## src/design/rgbtp_pkg.sv

```systemverilog
// Package for the RGB triple text parser.
// Holds the parse phase type, character codes and the internal stage word type.
// Depends on nothing; every other source file uses it.
package rgbtp_pkg;

  localparam int unsigned CharWidth  = 8;
  localparam int unsigned CompWidth  = 8;
  localparam int unsigned ColorWidth = 24;
  localparam int unsigned FieldWidth = 2;
  localparam int unsigned ProdWidth  = 12;

  localparam logic [CharWidth-1:0] CharZero  = 8'h30;
  localparam logic [CharWidth-1:0] CharNine  = 8'h39;
  localparam logic [CharWidth-1:0] CharSpace = 8'h20;
  localparam logic [CharWidth-1:0] CharComma = 8'h2C;

  localparam logic [ProdWidth-1:0]  CompMax   = 12'd255;
  localparam logic [FieldWidth-1:0] FieldLast = 2'd2;

  typedef enum logic [1:0] {
    PH_BEFORE = 2'd0,
    PH_DIGITS = 2'd1,
    PH_AFTER  = 2'd2
  } phase_e;

  typedef struct packed {
    logic                 valid;
    logic [CharWidth-1:0] ch;
    logic                 string_end;
  } stage_word_t;

endpackage

```

## src/design/rgbtp_char_if.sv

```systemverilog
// Channel interface for the character words entering the parser.
// Depends on rgbtp_pkg for the character width.
interface rgbtp_char_if;
  logic                           valid;
  logic                           ready;
  logic [rgbtp_pkg::CharWidth-1:0] ch;
  logic                           string_end;

  modport source (output valid, ch, string_end, input ready);
  modport sink (input valid, ch, string_end, output ready);
endinterface

```

## src/design/rgbtp_color_if.sv

```systemverilog
// Channel interface for the result words leaving the parser.
// Depends on rgbtp_pkg for the colour width.
interface rgbtp_color_if;
  logic                            valid;
  logic                            ready;
  logic                            valid_res;
  logic [rgbtp_pkg::ColorWidth-1:0] color;

  modport source (output valid, valid_res, color, input ready);
  modport sink (input valid, valid_res, color, output ready);
endinterface

```

## src/design/rgbtp_in_stage.sv

```systemverilog
// Input register of the parser: captures one character word per cycle while the parse core takes them.
// Depends on rgbtp_pkg and rgbtp_char_if.
module rgbtp_in_stage (
  input  logic                  clk_i,
  input  logic                  rst_ni,
  rgbtp_char_if.sink            char_i,
  input  logic                  take_i,
  output rgbtp_pkg::stage_word_t stage_o
);
  import rgbtp_pkg::*;

  logic                 valid_q, valid_d;
  logic [CharWidth-1:0] ch_q;
  logic                 end_q;
  logic                 load;

  assign char_i.ready = !valid_q || take_i;
  assign load         = char_i.valid && char_i.ready;

  always_comb begin
    valid_d = valid_q;
    if (load) begin
      valid_d = 1'b1;
    end else if (take_i) begin
      valid_d = 1'b0;
    end
  end

  always_ff @(posedge clk_i or negedge rst_ni) begin
    if (!rst_ni) begin
      valid_q <= 1'b0;
    end else begin
      valid_q <= valid_d;
    end
  end

  always_ff @(posedge clk_i) begin
    if (load) begin
      ch_q  <= char_i.ch;
      end_q <= char_i.string_end;
    end
  end

  assign stage_o.valid      = valid_q;
  assign stage_o.ch         = ch_q;
  assign stage_o.string_end = end_q;

endmodule

```

## src/design/rgbtp_parse_core.sv

```systemverilog
// Parse state, one-step update logic and the result register.
// Depends on rgbtp_pkg and rgbtp_color_if.
module rgbtp_parse_core (
  input  logic                  clk_i,
  input  logic                  rst_ni,
  input  rgbtp_pkg::stage_word_t stage_i,
  output logic                  take_o,
  rgbtp_color_if.source         color_o
);
  import rgbtp_pkg::*;

  phase_e                phase_q, phase_d;
  logic [FieldWidth-1:0] field_q, field_d;
  logic [CompWidth-1:0]  acc_q, acc_d;
  logic                  failed_q, failed_d;
  logic [CompWidth-1:0]  red_q, red_d;
  logic [CompWidth-1:0]  green_q, green_d;
  logic                  out_valid_q, out_valid_d;
  logic                  res_ok_q, res_ok_d;
  logic [ColorWidth-1:0] color_q, color_d;

  logic                  is_digit;
  logic [ProdWidth-1:0]  digit;
  logic [ProdWidth-1:0]  acc_ext;
  logic [ProdWidth-1:0]  next_val;
  logic                  take_end;

  assign take_o   = stage_i.valid
                    && (!stage_i.string_end || !out_valid_q || color_o.ready);
  assign take_end = take_o && stage_i.string_end;

  assign is_digit = (stage_i.ch >= CharZero) && (stage_i.ch <= CharNine);
  assign digit    = ProdWidth'(stage_i.ch - CharZero);
  assign acc_ext  = ProdWidth'(acc_q);
  assign next_val = (phase_q == PH_DIGITS)
                    ? ((acc_ext << 3) + (acc_ext << 1) + digit) : digit;

  always_comb begin
    phase_d  = phase_q;
    field_d  = field_q;
    acc_d    = acc_q;
    failed_d = failed_q;
    red_d    = red_q;
    green_d  = green_q;
    res_ok_d = res_ok_q;
    color_d  = color_q;
    if (take_end) begin
      res_ok_d = !failed_q && (field_q == FieldLast) && (phase_q != PH_BEFORE);
      color_d  = res_ok_d ? {red_q, green_q, acc_q} : '0;
      phase_d  = PH_BEFORE;
      field_d  = '0;
      acc_d    = '0;
      failed_d = 1'b0;
      red_d    = '0;
      green_d  = '0;
    end else if (take_o && !failed_q) begin
      if (is_digit) begin
        if (phase_q != PH_BEFORE && phase_q != PH_DIGITS) begin
          failed_d = 1'b1;
        end else if (next_val > CompMax) begin
          failed_d = 1'b1;
        end else begin
          acc_d   = next_val[CompWidth-1:0];
          phase_d = PH_DIGITS;
        end
      end else if (stage_i.ch == CharSpace) begin
        if (phase_q == PH_DIGITS) begin
          phase_d = PH_AFTER;
        end
      end else if (stage_i.ch == CharComma) begin
        if (phase_q == PH_BEFORE || field_q >= FieldLast) begin
          failed_d = 1'b1;
        end else begin
          if (field_q == '0) begin
            red_d = acc_q;
          end else begin
            green_d = acc_q;
          end
          field_d = field_q + FieldWidth'(1);
          acc_d   = '0;
          phase_d = PH_BEFORE;
        end
      end else begin
        failed_d = 1'b1;
      end
    end
  end

  always_comb begin
    out_valid_d = out_valid_q;
    if (take_end) begin
      out_valid_d = 1'b1;
    end else if (color_o.ready) begin
      out_valid_d = 1'b0;
    end
  end

  always_ff @(posedge clk_i or negedge rst_ni) begin
    if (!rst_ni) begin
      phase_q     <= PH_BEFORE;
      field_q     <= '0;
      acc_q       <= '0;
      failed_q    <= 1'b0;
      red_q       <= '0;
      green_q     <= '0;
      out_valid_q <= 1'b0;
    end else begin
      phase_q     <= phase_d;
      field_q     <= field_d;
      acc_q       <= acc_d;
      failed_q    <= failed_d;
      red_q       <= red_d;
      green_q     <= green_d;
      out_valid_q <= out_valid_d;
    end
  end

  always_ff @(posedge clk_i) begin
    res_ok_q <= res_ok_d;
    color_q  <= color_d;
  end

  assign color_o.valid     = out_valid_q;
  assign color_o.valid_res = res_ok_q;
  assign color_o.color     = color_q;

endmodule

```

## src/design/rgb_triple_text_parser_unit.sv

```systemverilog
// RGB triple text parser: reads r,g,b one character word per cycle unless a waiting result stalls a terminator.
// A terminator word's result word passes through the input register and then the result register.
// Throughput: one word per cycle; the input register and result register decouple
// the two channels, so a waiting result stalls only a following terminator.
// Reset (asynchronous, active low) empties both registers and clears the parse state.
// Depends on rgbtp_pkg, rgbtp_char_if, rgbtp_color_if, rgbtp_in_stage, rgbtp_parse_core.
module rgb_triple_text_parser_unit (
  input  logic          clk_i,
  input  logic          rst_ni,
  rgbtp_char_if.sink    char_i,
  rgbtp_color_if.source color_o
);
  import rgbtp_pkg::*;

  stage_word_t stage;
  logic        take;

  rgbtp_in_stage u_in_stage (
    .clk_i   (clk_i),
    .rst_ni  (rst_ni),
    .char_i  (char_i),
    .take_i  (take),
    .stage_o (stage)
  );

  rgbtp_parse_core u_parse_core (
    .clk_i   (clk_i),
    .rst_ni  (rst_ni),
    .stage_i (stage),
    .take_o  (take),
    .color_o (color_o)
  );

`ifndef NO_ASSERTIONS
  a_result_from_terminator: assert property (@(posedge clk_i) disable iff (!rst_ni)
    $rose(color_o.valid) |-> $past(take && stage.string_end))
    else $error("Result word appeared without a terminator being consumed.");

  a_stage_holds: assert property (@(posedge clk_i) disable iff (!rst_ni)
    (stage.valid && !take) |=> (stage.valid && $stable(stage.ch)
                                && $stable(stage.string_end)))
    else $error("Input register lost or changed an unconsumed word.");

  a_empty_stage_ready: assert property (@(posedge clk_i) disable iff (!rst_ni)
    !stage.valid |-> char_i.ready)
    else $error("Input not ready although the input register is empty.");

  a_invalid_zero: assert property (@(posedge clk_i) disable iff (!rst_ni)
    (color_o.valid && !color_o.valid_res) |-> (color_o.color == '0))
    else $error("Invalid result carries a non-zero colour.");
`endif

endmodule

```

## src/flat_wrapper.sv

```systemverilog
// flat-port wrapper written by rule: the top's interface ports become plain ports
module rgb_triple_text_parser_unit_flat import rgbtp_pkg::*;
  (clk_i, rst_ni, char_i_valid, char_i_ch, char_i_string_end, char_i_ready, color_o_valid, color_o_valid_res, color_o_color, color_o_ready);
  rgbtp_char_if char_i_i ();
  rgbtp_color_if color_o_i ();
  input  logic clk_i;
  input  logic rst_ni;
  input wire logic [$bits(char_i_i.valid)-1:0] char_i_valid;
  input wire logic [$bits(char_i_i.ch)-1:0] char_i_ch;
  input wire logic [$bits(char_i_i.string_end)-1:0] char_i_string_end;
  output wire logic [$bits(char_i_i.ready)-1:0] char_i_ready;
  output wire logic [$bits(color_o_i.valid)-1:0] color_o_valid;
  output wire logic [$bits(color_o_i.valid_res)-1:0] color_o_valid_res;
  output wire logic [$bits(color_o_i.color)-1:0] color_o_color;
  input wire logic [$bits(color_o_i.ready)-1:0] color_o_ready;
  assign char_i_i.valid = char_i_valid;
  assign char_i_i.ch = char_i_ch;
  assign char_i_i.string_end = char_i_string_end;
  assign char_i_ready = char_i_i.ready;
  assign color_o_valid = color_o_i.valid;
  assign color_o_valid_res = color_o_i.valid_res;
  assign color_o_color = color_o_i.color;
  assign color_o_i.ready = color_o_ready;
  rgb_triple_text_parser_unit u_core (.clk_i(clk_i), .rst_ni(rst_ni), .char_i(char_i_i), .color_o(color_o_i));
endmodule
```

## config.mk

```make
export PLATFORM = sky130hd
export DESIGN_NAME = rgb_triple_text_parser_unit_flat
export DESIGN_NICKNAME = d
export VERILOG_FILES = /design/src/design/rgbtp_pkg.sv /design/src/design/rgbtp_char_if.sv /design/src/design/rgbtp_color_if.sv /design/src/design/rgbtp_in_stage.sv /design/src/design/rgbtp_parse_core.sv /design/src/design/rgb_triple_text_parser_unit.sv /design/src/flat_wrapper.sv
export SDC_FILE = /design/constraint.sdc
export NUM_CORES = 1
export LEC_CHECK = 0
export BUFFER_PORTS_ARGS = -buffer_cell sky130_fd_sc_hd__buf_2
export CORE_UTILIZATION = 35
export CTS_CLUSTER_DIAMETER = 200
export DETAILED_ROUTE_END_ITERATION = 12
export GPL_TIMING_DRIVEN = 1
export PLACE_DENSITY = 0.53
export SYNTH_ARGS = -nofsm -noshare
export SYNTH_HDL_FRONTEND = slang
export SYNTH_HIERARCHICAL = 1
export SYNTH_SLANG_ARGS = --single-unit
```

## constraint.sdc

```tcl
create_clock -name clk_i -period 3.6 [get_ports clk_i]
set_clock_uncertainty 0.05 [all_clocks]
set_input_delay 0.72 -clock clk_i [delete_from_list [all_inputs] [get_ports clk_i]]
set_output_delay 0.72 -clock clk_i [all_outputs]
set_load 0.03 [all_outputs]
```

==> metrics.txt, run 1 <==
clock root cell=clkbuf_8; Post-DRT Antenna Nets=0; GR Util All Layers=15.3%; fin util=45.3%; dpl cells=486; FILL cells=905; largest family of logic cells by synthesized area=simple AND/OR/NAND/NOR gates; hold crit path type=primary input to async pin; XOR/XNOR Fraction of Synth Area=1.53%; drt total wl=7170 microns; vias=2406; DIE HEIGHT=101 microns; initial antenna violation count=0; synthesized area per cell=11.2 sq um; Setup WS post-layout=0.0288 ns; area grow syn2layout=23.6%; clock latency on the worst-skew pair=0.34 ns; CTS H-tree depth=3; Max Cap Viol=0; Synth Cell Area=3440 sq um; total power=2320 uW; DRC violations left=0; per-cell routed wire length=14.2 microns; Slew headroom=23.4%; Setup WS pre-CTS=-0.0512 ns; CP required=3.79 ns; pwr dens=547 nW/um^2; CP Launch Type=flip-flop; Setup violations, final=0; vias in the first global route=2388; Tcrit/Tclk final=99.2%; layout cell share with drive strength beyond 1=28.0%; Worst Tran Pin Value=1.14 ns; Max Buffers Root-to-Sink=2; drt pass-1 iters=4; reported leakage power=0.00179 uW; RSZ-0062 raised after global routing=true; DP HPWL=5130 microns; peak supply drop=0.256 mV; Final #Nets=407; first-pass GRT wire length=11700 microns; pin count of the biggest net entering global routing=32; std cell rows=35; die area=10200 sq um; Period minus WS final=3.57 ns; endpoints failing hold=0; sequential cell area fraction in the yosys report=52.3%; Adder-Cell Fraction of Synth Area=10.3%; CTS Buf Count=9; GPL Wtd Cong=0.833; CTS Hold Bufs=0; Post-synth ARST share=47.7%; Setup crit end kind=flip-flop; Die W=101 microns; outcome=complete, no violations; CTS tree=yes; initial DRC count=76; IO buf count=39; Gate Count Post-Synth=308; EDFF count, synth=34; Non-Filler Instances=504; Overflow after GRT=0; mux share of post-synthesis cell area=1.20%; syn_nets=345; worst setup path class=flip-flop to flip-flop; Synth Area in Simple Gates=16.1%; synth warn=6; Worst Path Arrival=3.76 ns; Core Box Area=9370 sq um; clk sink count=65; area of the multi-input gates=1620 sq um; clock transition at the registers of the reported paths=0.08 ns; starting density of the core=36.7%; FF/Latch Area=1800 sq um; count of cell types in the netlist=55; Antenna diodes=0; Synth Area in Compound Gates=14.2%; Worst Path Max Fanout=8; FMAX=280 MHz; # IOs=40; Vias/cell=4.77; #FFs+latches synth=65; Max Slew Vio Count=0; prevailing post-synth register cell=edfxtp_1
==> cell type report <==
cell class              instances  area share [%]
clock buffers                   9            2.92
flip-flops and latches         65            42.3
well taps                     129            3.80
multi-input cells             205            38.2
clock inverters                 7            1.83
inverters                      28            2.47
repair buffers                 61            8.48
==> final timing paths <==
check / start / end / slack (ns) / cells after the start
setup reg to reg: u_core/u_in_stage/ch_q[4]$_DFFE_PP_ / u_core/u_parse_core/acc_q[0]$_DFFE_PN0P_ / 0.03 / 12
min in group clk_i: u_core/u_parse_core/green_q[4]$_DFFE_PN0P_ / u_core/u_parse_core/green_q[4]$_DFFE_PN0P_ / 0.42 / 2
hold / removal: rst_ni / u_core/u_parse_core/phase_q[0]$_DFFE_PN0P_ / 0.38 / 1
hold reg to reg: u_core/u_parse_core/green_q[4]$_DFFE_PN0P_ / u_core/u_parse_core/green_q[4]$_DFFE_PN0P_ / 0.42 / 2
max in group asynchronous: rst_ni / u_core/u_parse_core/color_o.valid$_DFFE_PN0P_ / 2.64 / 1
setup / recovery: u_core/u_in_stage/ch_q[4]$_DFFE_PP_ / u_core/u_parse_core/acc_q[0]$_DFFE_PN0P_ / 0.03 / 12
==> synthesized netlist by cell type, types with 2 or more instances <==
| cell type | instances | area [sq um] |
|---|---|---|
| a32o_1 | 2 | 20.0 |
| o2bb2ai_1 | 7 | 61.3 |
| and2_1 | 26 | 163 |
| xnor2_1 | 3 | 26.3 |
| o21ai_0 | 14 | 70.1 |
| xor2_1 | 3 | 26.3 |
| nor3b_1 | 4 | 30.0 |
| a21o_1 | 2 | 15.0 |
| ha_1 | 17 | 213 |
| buf_4 | 2 | 15.0 |
| nand2b_1 | 5 | 31.3 |
| nor3_1 | 3 | 15.0 |
| dfrtp_1 | 31 | 776 |
| mux2i_1 | 3 | 30.0 |
| nor2b_1 | 2 | 12.5 |
| fa_1 | 7 | 140 |
| edfxtp_1 | 34 | 1020 |
| inv_1 | 26 | 97.6 |
| o31ai_1 | 4 | 30.0 |
| nand2_1 | 25 | 93.8 |
| nor2_1 | 11 | 41.3 |
| o21a_1 | 2 | 15.0 |
| o21ai_1 | 7 | 35.0 |
| nand3_1 | 15 | 75.1 |
| clkbuf_1 | 7 | 26.3 |
| a21oi_1 | 17 | 85.1 |
==> per-stage QoR <==
stage / hold WS [ns] / TNS, ns / cell area [sq um]
final: 0.380 / 0 / 4250
after global routing: 0.412 / -0.450 / 4250
after CTS: 0.390 / 0 / 4130
after detailed placement: 0.412 / -0.125 / 3900
after global placement: 0.405 / 0 / 3900
after floorplan: 0.374 / 0 / 3440
==> power by group <==
part	total [uW]	switching, uW	internal, uW
clock network	623	298	325
registers	923	56.0	867
logic	777	446	332
==> critical path, cell delays in order, from the launching register on <==
cell and delay [ns]:
edfxtp_1 0.48, ha_4 0.24, xor2_4 0.19, fa_1 0.51, inv_2 0.05, ha_4 0.28, nand2_2 0.06, o311a_4 0.32
or3_4 0.37, o211a_4 0.16, o31ai_4 0.37, o21ai_4 0.16, a32o_1 0.23
==> per-layer routing <==
layer	vias up	share of wire, %	GRT usage, %
li1	1209	-	-
met1	1134	47	19.1
met2	61	48	25.9
met3	2	4.5	4.58
met4	0	0.35	3.68
met5	-	0	0
==> state kept, by name, summed over array words and instances, names as in the netlist <==
name,flops
u_core/u_in_stage/valid_q,1
u_core/u_parse_core/color_o.valid,1
u_core/u_parse_core/failed_q,1
u_core/u_parse_core/color_o.color,24
u_core/u_parse_core/color_o.valid_res,1
u_core/u_in_stage/end_q,1
u_core/u_parse_core/acc_q,8
u_core/u_parse_core/field_q,2
u_core/u_in_stage/ch_q,8
u_core/u_parse_core/red_q,8
u_core/u_parse_core/phase_q,2
u_core/u_parse_core/green_q,8
==> repair_timing <==
item                       in CTS  in global routing
buffers inserted                1                  1
pin swaps                       1                  7
gates resized for setup         4                 16
setup endpoints to repair      10                 11
hold endpoints to repair        0                  0
==> logic make-up (layout without fill, tap and decap cells) <==
group | after synthesis | count (layout)
muxes | 4 | 4
AOI/OAI and AO/OA | 69 | 69
xor gates and xnor gates | 6 | 6
buffers and inverters | 38 | 105
DFF | 65 | 65
adders and majority gates | 24 | 24
and+or+nand+nor | 102 | 102
==> cell usage in the layout, fill, tap and decap left out, drive strengths merged, types with 2 or more instances in the layout <==
cell type,synthesis,routed
nand3,15,15
o211a,2,2
nor2b,2,2
mux2i,3,3
dfrtp,31,31
o31ai,5,5
o21ai,22,22
a21o,2,2
o21a,2,2
xor2,3,3
nand2b,6,6
inv,27,29
nor3,3,3
nand2,26,26
edfxtp,34,34
and2,27,27
fa,7,7
ha,17,17
nor3b,4,4
clkbuf,7,9
clkinv,1,4
a32o,2,2
a21oi,18,18
nor2,11,11
o2bb2ai,7,7
buf,3,61
xnor2,3,3
Note: power is estimated with default switching activity, not from simulation.
==> run 2, diff against run 1 <==
--- a/config.mk
+++ b/config.mk
@@ -10,7 +10,6 @@
 export CTS_CLUSTER_DIAMETER = 200
 export DETAILED_ROUTE_END_ITERATION = 12
 export GPL_TIMING_DRIVEN = 1
-export PLACE_DENSITY = 0.53
 export SYNTH_ARGS = -nofsm -noshare
 export SYNTH_HDL_FRONTEND = slang
 export SYNTH_HIERARCHICAL = 1
==> run 2 against run 1 <==
Cell count increased by 0.20%. Largest power group unchanged. Sequential power is 0.7% higher. Clock power is 20% higher. Via count up 2.3%. Fmax increased by 1.5%. Largest cell class unchanged. Critical endpoint unchanged. Critical path depth grew 1.
==> metrics.txt, run 2 (synthesized netlist as in run 1, its figures left out) <==
clock root cell=clkbuf_8; CP required=3.78 ns (about the same); Max Slew Vio Count=0 (unchanged); drt pass-1 iters=5 (+1); Routed met3 length=393 microns (+21%); pwr dens=575 nW/um^2 (+5.2%); first-pass GRT wire length=11500 microns (-1.5%); Setup crit end kind=flip-flop; top routing layer in use=met4; initial DRC count=110 (+45%); GPL Wtd Cong=0.836 (+0.35%); cell area after layout=4310 sq um (+1.4%); delay-heaviest family, CP=adder cells; CP dominant cell by count=ha_4; Antenna diodes=0 (unchanged); Worst Path Max Fanout=8 (unchanged); Tcrit/Tclk final=97.7% (-1.5 points); most common cell after layout, fill and taps aside=buf_2; Switching Fraction=32.3% (-2.1 points); crit-path max cell delay=0.51 ns (about the same); hold_ws=0.376 ns (-0.00393 ns); sequential power share=37.5% (-2.2 points); IO buf count=39 (unchanged); area grow syn2layout=25.3%; Setup violations, final=0 (unchanged); Vias/cell=4.87 (+2.1%); peak supply drop=0.406 mV (+59%); fin util=46.0% (+0.63 points); P_int=1680 uW (+10%); Setup WS pre-CTS=-0.118 ns (-0.0670 ns); DRC violations left=0 (unchanged); worst setup path class=flip-flop to flip-flop; starting density of the core=36.7% (unchanged); endpoints failing hold=0 (unchanged); Worst Path Arrival=3.70 ns (-0.06 ns); slowest library cell on the worst path=fa_1; Slew headroom=26.8% (+3.3 points); per-cell routed wire length=13.9 microns (-2.0%); Clk network pwr share=30.2% (+3.4 points); pin count of the biggest net entering global routing=32 (unchanged); placed inst area=3910 sq um (+0.19%); Comb power frac=32.3% (-1.2 points); FILL cells=892 (-1.4%); setup TNS=0 ns (unchanged); most frequent cells in the layout=buf_2, edfxtp_1, dfrtp_1, and2_1; crit-path cells=ha_4, xor2_2, fa_1, inv_2, ha_4, nand2_2, o311a_4, or3_4, o211a_4, o31ai_4, buf_6, o21ai_4, a32o_1; die area=10200 sq um (unchanged); vias=2461 (+2.3%); Bufs and invs on worst path=2 (+1); layout cell share with drive strength beyond 1=28.2% (+0.19 points); hold crit path type=primary input to async pin; vias in the first global route=2381 (-0.29%); CP Launch Type=flip-flop; max reg flops=24 (unchanged); DIE HEIGHT=101 microns (unchanged); outcome=complete, no violations; M1 wire length=3180 microns (-5.0%); Setup WS post-layout=0.0811 ns (+0.0523 ns); sw power=799 uW (about the same); Overflow after GRT=0 (unchanged); CTS Hold Bufs=0 (unchanged); Die W=101 microns (unchanged); std cell rows=35 (unchanged); met2 routed WL=3430 microns (-1.2%); CTS H-tree depth=3 (unchanged); Period minus WS final=3.52 ns (-0.0523 ns); initial antenna violation count=0 (unchanged); drt total wl=7040 microns (-1.8%); clock latency on the worst-skew pair=0.34 ns (about the same); Worst Tran Pin Value=1.09 ns (-0.0497 ns); Max Buffers Root-to-Sink=2 (unchanged); Post-DRT Antenna Nets=0 (unchanged); CTS tree=yes; CTS Buf Count=9 (unchanged); Max Cap Viol=0 (unchanged); Final #Nets=408 (+0.25%); # IOs=40 (unchanged); Core Box Area=9370 sq um (unchanged); DP HPWL=5050 microns (-1.7%); clock transition at the registers of the reported paths=0.07 ns (about the same); clk sink count=65 (unchanged); reported leakage power=0.00181 uW (+1.3%); GR Util All Layers=14.9% (-0.39 points); FMAX=284 MHz (+1.5%)
[run 2: layer usage]
layer	vias up	GRT usage [%]
met5	-	0
met4	0	4.57
met3	5	4.09
met2	73	24.9
met1	1171	18.8
li1	1212	-
[run 2: per-stage QoR]
stage / cells / total power [uW]
2_1_floorplan: 308 / 1410
3_3_place_gp: 487 / 1630
3_5_place_dp: 487 / 1650
4_1_cts: 503 / 2410
5_1_grt: 505 / 2620
6_report: 505 / 2480
[run 2: worst paths after layout]
path                                                            start                                       endpoint  slack [ns]  cells after the start
setup / recovery                  u_core/u_in_stage/ch_q[5]$_DFFE_PP_       u_core/u_parse_core/acc_q[0]$_DFFE_PN0P_        0.08                     13
hold / removal                                                 rst_ni  u_core/u_parse_core/color_o.valid$_DFFE_PN0P_        0.38                      1
setup reg to reg                  u_core/u_in_stage/ch_q[5]$_DFFE_PP_       u_core/u_parse_core/acc_q[0]$_DFFE_PN0P_        0.08                     13
hold reg to reg            u_core/u_parse_core/green_q[5]$_DFFE_PN0P_     u_core/u_parse_core/green_q[5]$_DFFE_PN0P_        0.42                      2
max in group asynchronous                                      rst_ni     u_core/u_parse_core/green_q[5]$_DFFE_PN0P_        2.67                      1
min in group clk_i         u_core/u_parse_core/green_q[5]$_DFFE_PN0P_     u_core/u_parse_core/green_q[5]$_DFFE_PN0P_        0.42                      2
[run 2: final cells by class]
class                           instances  area [sq um]  area share (%)
Clock inverter                          6           115            2.67
Inverter                               28           105            2.44
Tap cell                              129           161            3.75
Timing Repair Buffer                   62           375            8.71
Multi-Input combinational cell        205          1630            37.8
Clock buffer                           10           128            2.96
Sequential cell                        65          1800            41.7
[run 2: repair_timing]
item	in CTS	in global routing
setup endpoints to repair	10	11
gates cloned	0	0
gates resized for setup	2	22
pin swaps	1	7
setup buffers	0	3
[run 2: worst reg2reg max path, cell delays in order, from the launching register on]
cell and delay (ns):
edfxtp_1 0.50, ha_4 0.23, xor2_2 0.19, fa_1 0.51, inv_2 0.05, ha_4 0.28, nand2_2 0.06, o311a_4 0.32
or3_4 0.37, o211a_4 0.16, o31ai_4 0.22, buf_6 0.16, o21ai_4 0.09, a32o_1 0.23
[run 2: power groups by stage]
| stage | registers, uW | logic [uW] | clock network, uW |
|---|---|---|---|
| final | 929 | 800 | 749 |
| after global routing | 939 | 884 | 798 |
| after CTS | 927 | 713 | 765 |
| after detailed placement | 943 | 706 | 0 |
| after global placement | 941 | 692 | 0 |
| after floorplan | 966 | 445 | 0 |
==> run 3, diff against run 2 <==
--- a/config.mk
+++ b/config.mk
@@ -6,11 +6,11 @@
 export NUM_CORES = 1
 export LEC_CHECK = 0
 export BUFFER_PORTS_ARGS = -buffer_cell sky130_fd_sc_hd__buf_2
+export CORE_ASPECT_RATIO = 1.2
 export CORE_UTILIZATION = 35
 export CTS_CLUSTER_DIAMETER = 200
 export DETAILED_ROUTE_END_ITERATION = 12
 export GPL_TIMING_DRIVEN = 1
 export SYNTH_ARGS = -nofsm -noshare
 export SYNTH_HDL_FRONTEND = slang
-export SYNTH_HIERARCHICAL = 1
 export SYNTH_SLANG_ARGS = --single-unit
==> run 3 against run 2 <==
Core utilization shrank 1.4 points. Via count is 2.7% higher. Cell area decreased by 1.1%. Sequential cell count unchanged. Sequential power down 5.8%. Highest routed layer unchanged.
==> metrics.txt, run 3 <==
outcome=complete, no violations; CTS H-tree depth=3 (unchanged); area of the multi-input gates=1580 sq um (-2.7%); Final #Nets=408 (unchanged); drt pass-1 iters=4 (-1); clock transition at the registers of the reported paths=0.06 ns (about the same); die area=10300 sq um (+1.1%); Yosys top cell by area=edfxtp_1; Synth Cell Area=3470 sq um (+1.1%); first-pass GRT wire length=12100 microns (+5.5%); P_int=1530 uW (-8.7%); CP Launch Type=flip-flop; DRC violations left=0 (unchanged); worst setup path class=flip-flop to flip-flop; std cell rows=39 (+11%); drt total wl=7170 microns (+1.7%); Antenna diodes=0 (unchanged); FMAX=287 MHz (+1.1%); layout cell share with drive strength beyond 1=25.8% (-2.4 points); # IOs=40 (unchanged); Gate Count Post-Synth=314 (+1.9%); cell area after layout=4260 sq um (-1.1%); Switching Fraction=28.6% (-3.6 points); Die W=93.0 microns (-8.1%); syn_nets=351 (+1.7%); slowest library cell on the worst path=edfxtp_1; crit-path cells=ha_4, xor2_2, fa_1, inv_1, ha_4, a21oi_4, nand2_2, or4_1, o211a_2, o31ai_4, o21ai_4, a22o_1; placed inst area=3870 sq um (-0.99%); fin util=44.5% (-1.4 points); Post-synth ARST share=47.7% (unchanged); most common cell after layout, fill and taps aside=buf_2; CP required=3.76 ns (-0.02 ns); Post-DRT Antenna Nets=0 (unchanged); max reg flops=24 (unchanged); clock latency on the worst-skew pair=0.32 ns (-0.02 ns); DP HPWL=5360 microns (+6.3%); per-cell routed wire length=14.4 microns (+3.0%); Core Box Area=9560 sq um (+2.1%); crit-path max cell delay=0.49 ns (-0.02 ns); hold crit path type=primary input to async pin; pwr dens=504 nW/um^2 (-12%); Worst Path Max Fanout=8 (unchanged); FILL cells=934 (+4.7%); GPL Wtd Cong=0.824 (-1.4%); prevailing post-synth register cell=edfxtp_1; DIE HEIGHT=111 microns (+9.9%); sequential cell area fraction in the yosys report=51.7% (-0.56 points); EDFF count, synth=34 (unchanged); synth top area cells=edfxtp_1, dfrtp_1, ha_1; Tcrit/Tclk final=96.6% (-1.1 points); clock root cell=clkbuf_16; sw power=615 uW (-23%); vias=2527 (+2.7%); area share of the largest cell type after synthesis=29.4% (-0.32 points); FF/Latch Area=1800 sq um (unchanged); initial antenna violation count=0 (unchanged); Vias/cell=5.06 (+3.9%); Max Buffers Root-to-Sink=2 (unchanged); peak supply drop=0.231 mV (-43%); starting density of the core=36.3% (-0.35 points); sequential power share=40.8% (+3.3 points); hold_ws=0.394 ns (+0.0178 ns); GR Util All Layers=15.2% (+0.29 points); CTS Buf Count=9 (unchanged); CTS Hold Bufs=0 (unchanged); Worst Path Arrival=3.64 ns (-0.06 ns); #FFs+latches synth=65 (unchanged); vias in the first global route=2506 (+5.2%); CP dominant cell by count=ha_4; Worst Tran Pin Value=1.10 ns (+0.00928 ns); Period minus WS final=3.48 ns (-0.0396 ns); Setup crit end kind=flip-flop; synthesized area per cell=11.1 sq um (-0.84%); Overflow after GRT=0 (unchanged); endpoints failing hold=0 (unchanged); Setup violations, final=0 (unchanged); clk sink count=65 (unchanged); Clk network pwr share=39.1% (+8.9 points); synth warn=0 (-6); CTS tree=yes; area grow syn2layout=22.6%; most common cell in the netlist=edfxtp_1; synth cell count leaders=edfxtp_1, dfrtp_1, inv_1; initial DRC count=121 (+10%); reported leakage power=0.00177 uW (-2.0%); most frequent cells in the layout=buf_2, edfxtp_1, dfrtp_1, inv_1, nand2_1; Slew headroom=26.0% (-0.79 points); IO buf count=39 (unchanged); Max Cap Viol=0 (unchanged); reg2reg path depth=12 (-1); pin count of the biggest net entering global routing=35 (+9.4%); count of cell types in the netlist=55 (unchanged); Max Slew Vio Count=0 (unchanged); Comb power frac=20.2% (-12 points)
==> run 3: cell types whose count changed in the layout (fill, tap and decap cells not counted), moves of 3 or more <==
| cell | delta |
|---|---|
| a21oi_2 | -3 |
| and2_1 | -13 |
| buf_4 | -3 |
| clkbuf_16 | +9 |
| clkbuf_8 | -9 |
| inv_1 | +3 |
| mux2i_1 | +5 |
| nor2_1 | +6 |
| nor3_1 | +3 |
| nor3b_1 | -3 |
| nor4_1 | +13 |
| o21ai_0 | -7 |
| o21ai_1 | +6 |
==> run 3: metrics by stage <==
step           cells  TNS [ns]  total power, uW  setup WS (ns)
2_1_floorplan    314         0             1180          0.103
3_3_place_gp     478         0             1290         0.0667
3_5_place_dp     478  -0.00519             1300       -0.00519
4_1_cts          494         0             2140         0.0172
5_1_grt          499  -0.00347             2250       -0.00347
6_report         499         0             2150          0.121
==> run 3: power by group through the flow <==
stage	combinational, uW	sequential, uW	clock [uW]
6_report	433	875	840
5_1_grt	479	882	895
4_1_cts	414	874	857
3_5_place_dp	411	887	0
3_3_place_gp	407	886	0
2_1_floorplan	280	900	0
==> run 3: what timing repair did <==
action / in CTS / in global routing
buffers inserted: 0 / 5
pin swaps: 1 / 5
endpoints found under the setup margin: 2 / 10
resized for setup: 0 / 12
==> run 3: logic make-up (layout without fill, tap and decap cells) <==
logic type	Yosys count	in the layout	share of synthesized area, %
xor+xnor	6	6	1.51
mux	8	8	2.30
compound gates	64	64	13.1
flops	65	65	51.7
simple gates	107	107	16.6
fa+ha+maj	24	24	10.2
buf+inv	40	102	4.57
==> run 3: per-layer routing <==
layer	vias to the layer above	track usage [%]	wire length (microns)
met5	-	0	0
met4	0	5.74	97
met3	4	3.36	322
met2	67	25.3	3640
met1	1214	19.1	3110
li1	1242	-	-
==> run 3: path summary, 6_finish.rpt <==
kind	start	to	slack, ns
worst max-delay path	u_core.u_in_stage.ch_q[4]$_DFFE_PP_	u_core.u_parse_core.acc_q[7]$_DFFE_PN0P_	0.12
min in group clk_i	u_core.u_parse_core.green_q[2]$_DFFE_PN0P_	u_core.u_parse_core.green_q[2]$_DFFE_PN0P_	0.42
worst max register to register	u_core.u_in_stage.ch_q[4]$_DFFE_PP_	u_core.u_parse_core.acc_q[7]$_DFFE_PN0P_	0.12
worst min-delay path	rst_ni	u_core.u_parse_core.field_q[0]$_DFFE_PN0P_	0.39
max in group asynchronous	rst_ni	u_core.u_parse_core.green_q[4]$_DFFE_PN0P_	2.64
worst min register to register	u_core.u_parse_core.green_q[2]$_DFFE_PN0P_	u_core.u_parse_core.green_q[2]$_DFFE_PN0P_	0.42
==> run 3: area by class of cell <==
cell class | count | area share (%)
Timing Repair Buffer | 57 | 7.75
Tap cell | 123 | 3.61
Inverter | 29 | 2.56
Clock buffer | 11 | 5.46
Clock inverter | 5 | 1.29
Multi-Input combinational cell | 209 | 37.2
Sequential cell | 65 | 42.2
==> run 3: worst max-delay path: cells and delay by family (launching register included) <==
| family | cells | cell delay (ns) |
|---|---|---|
| AO/OA/AOI/OAI | 5 | 1.06 |
| buffers and inverters | 1 | 0.06 |
| flip-flops | 1 | 0.49 |
| adder cells (fa/ha/maj) | 3 | 0.97 |
| XOR/XNOR | 1 | 0.15 |
| AND/OR/NAND/NOR | 2 | 0.57 |
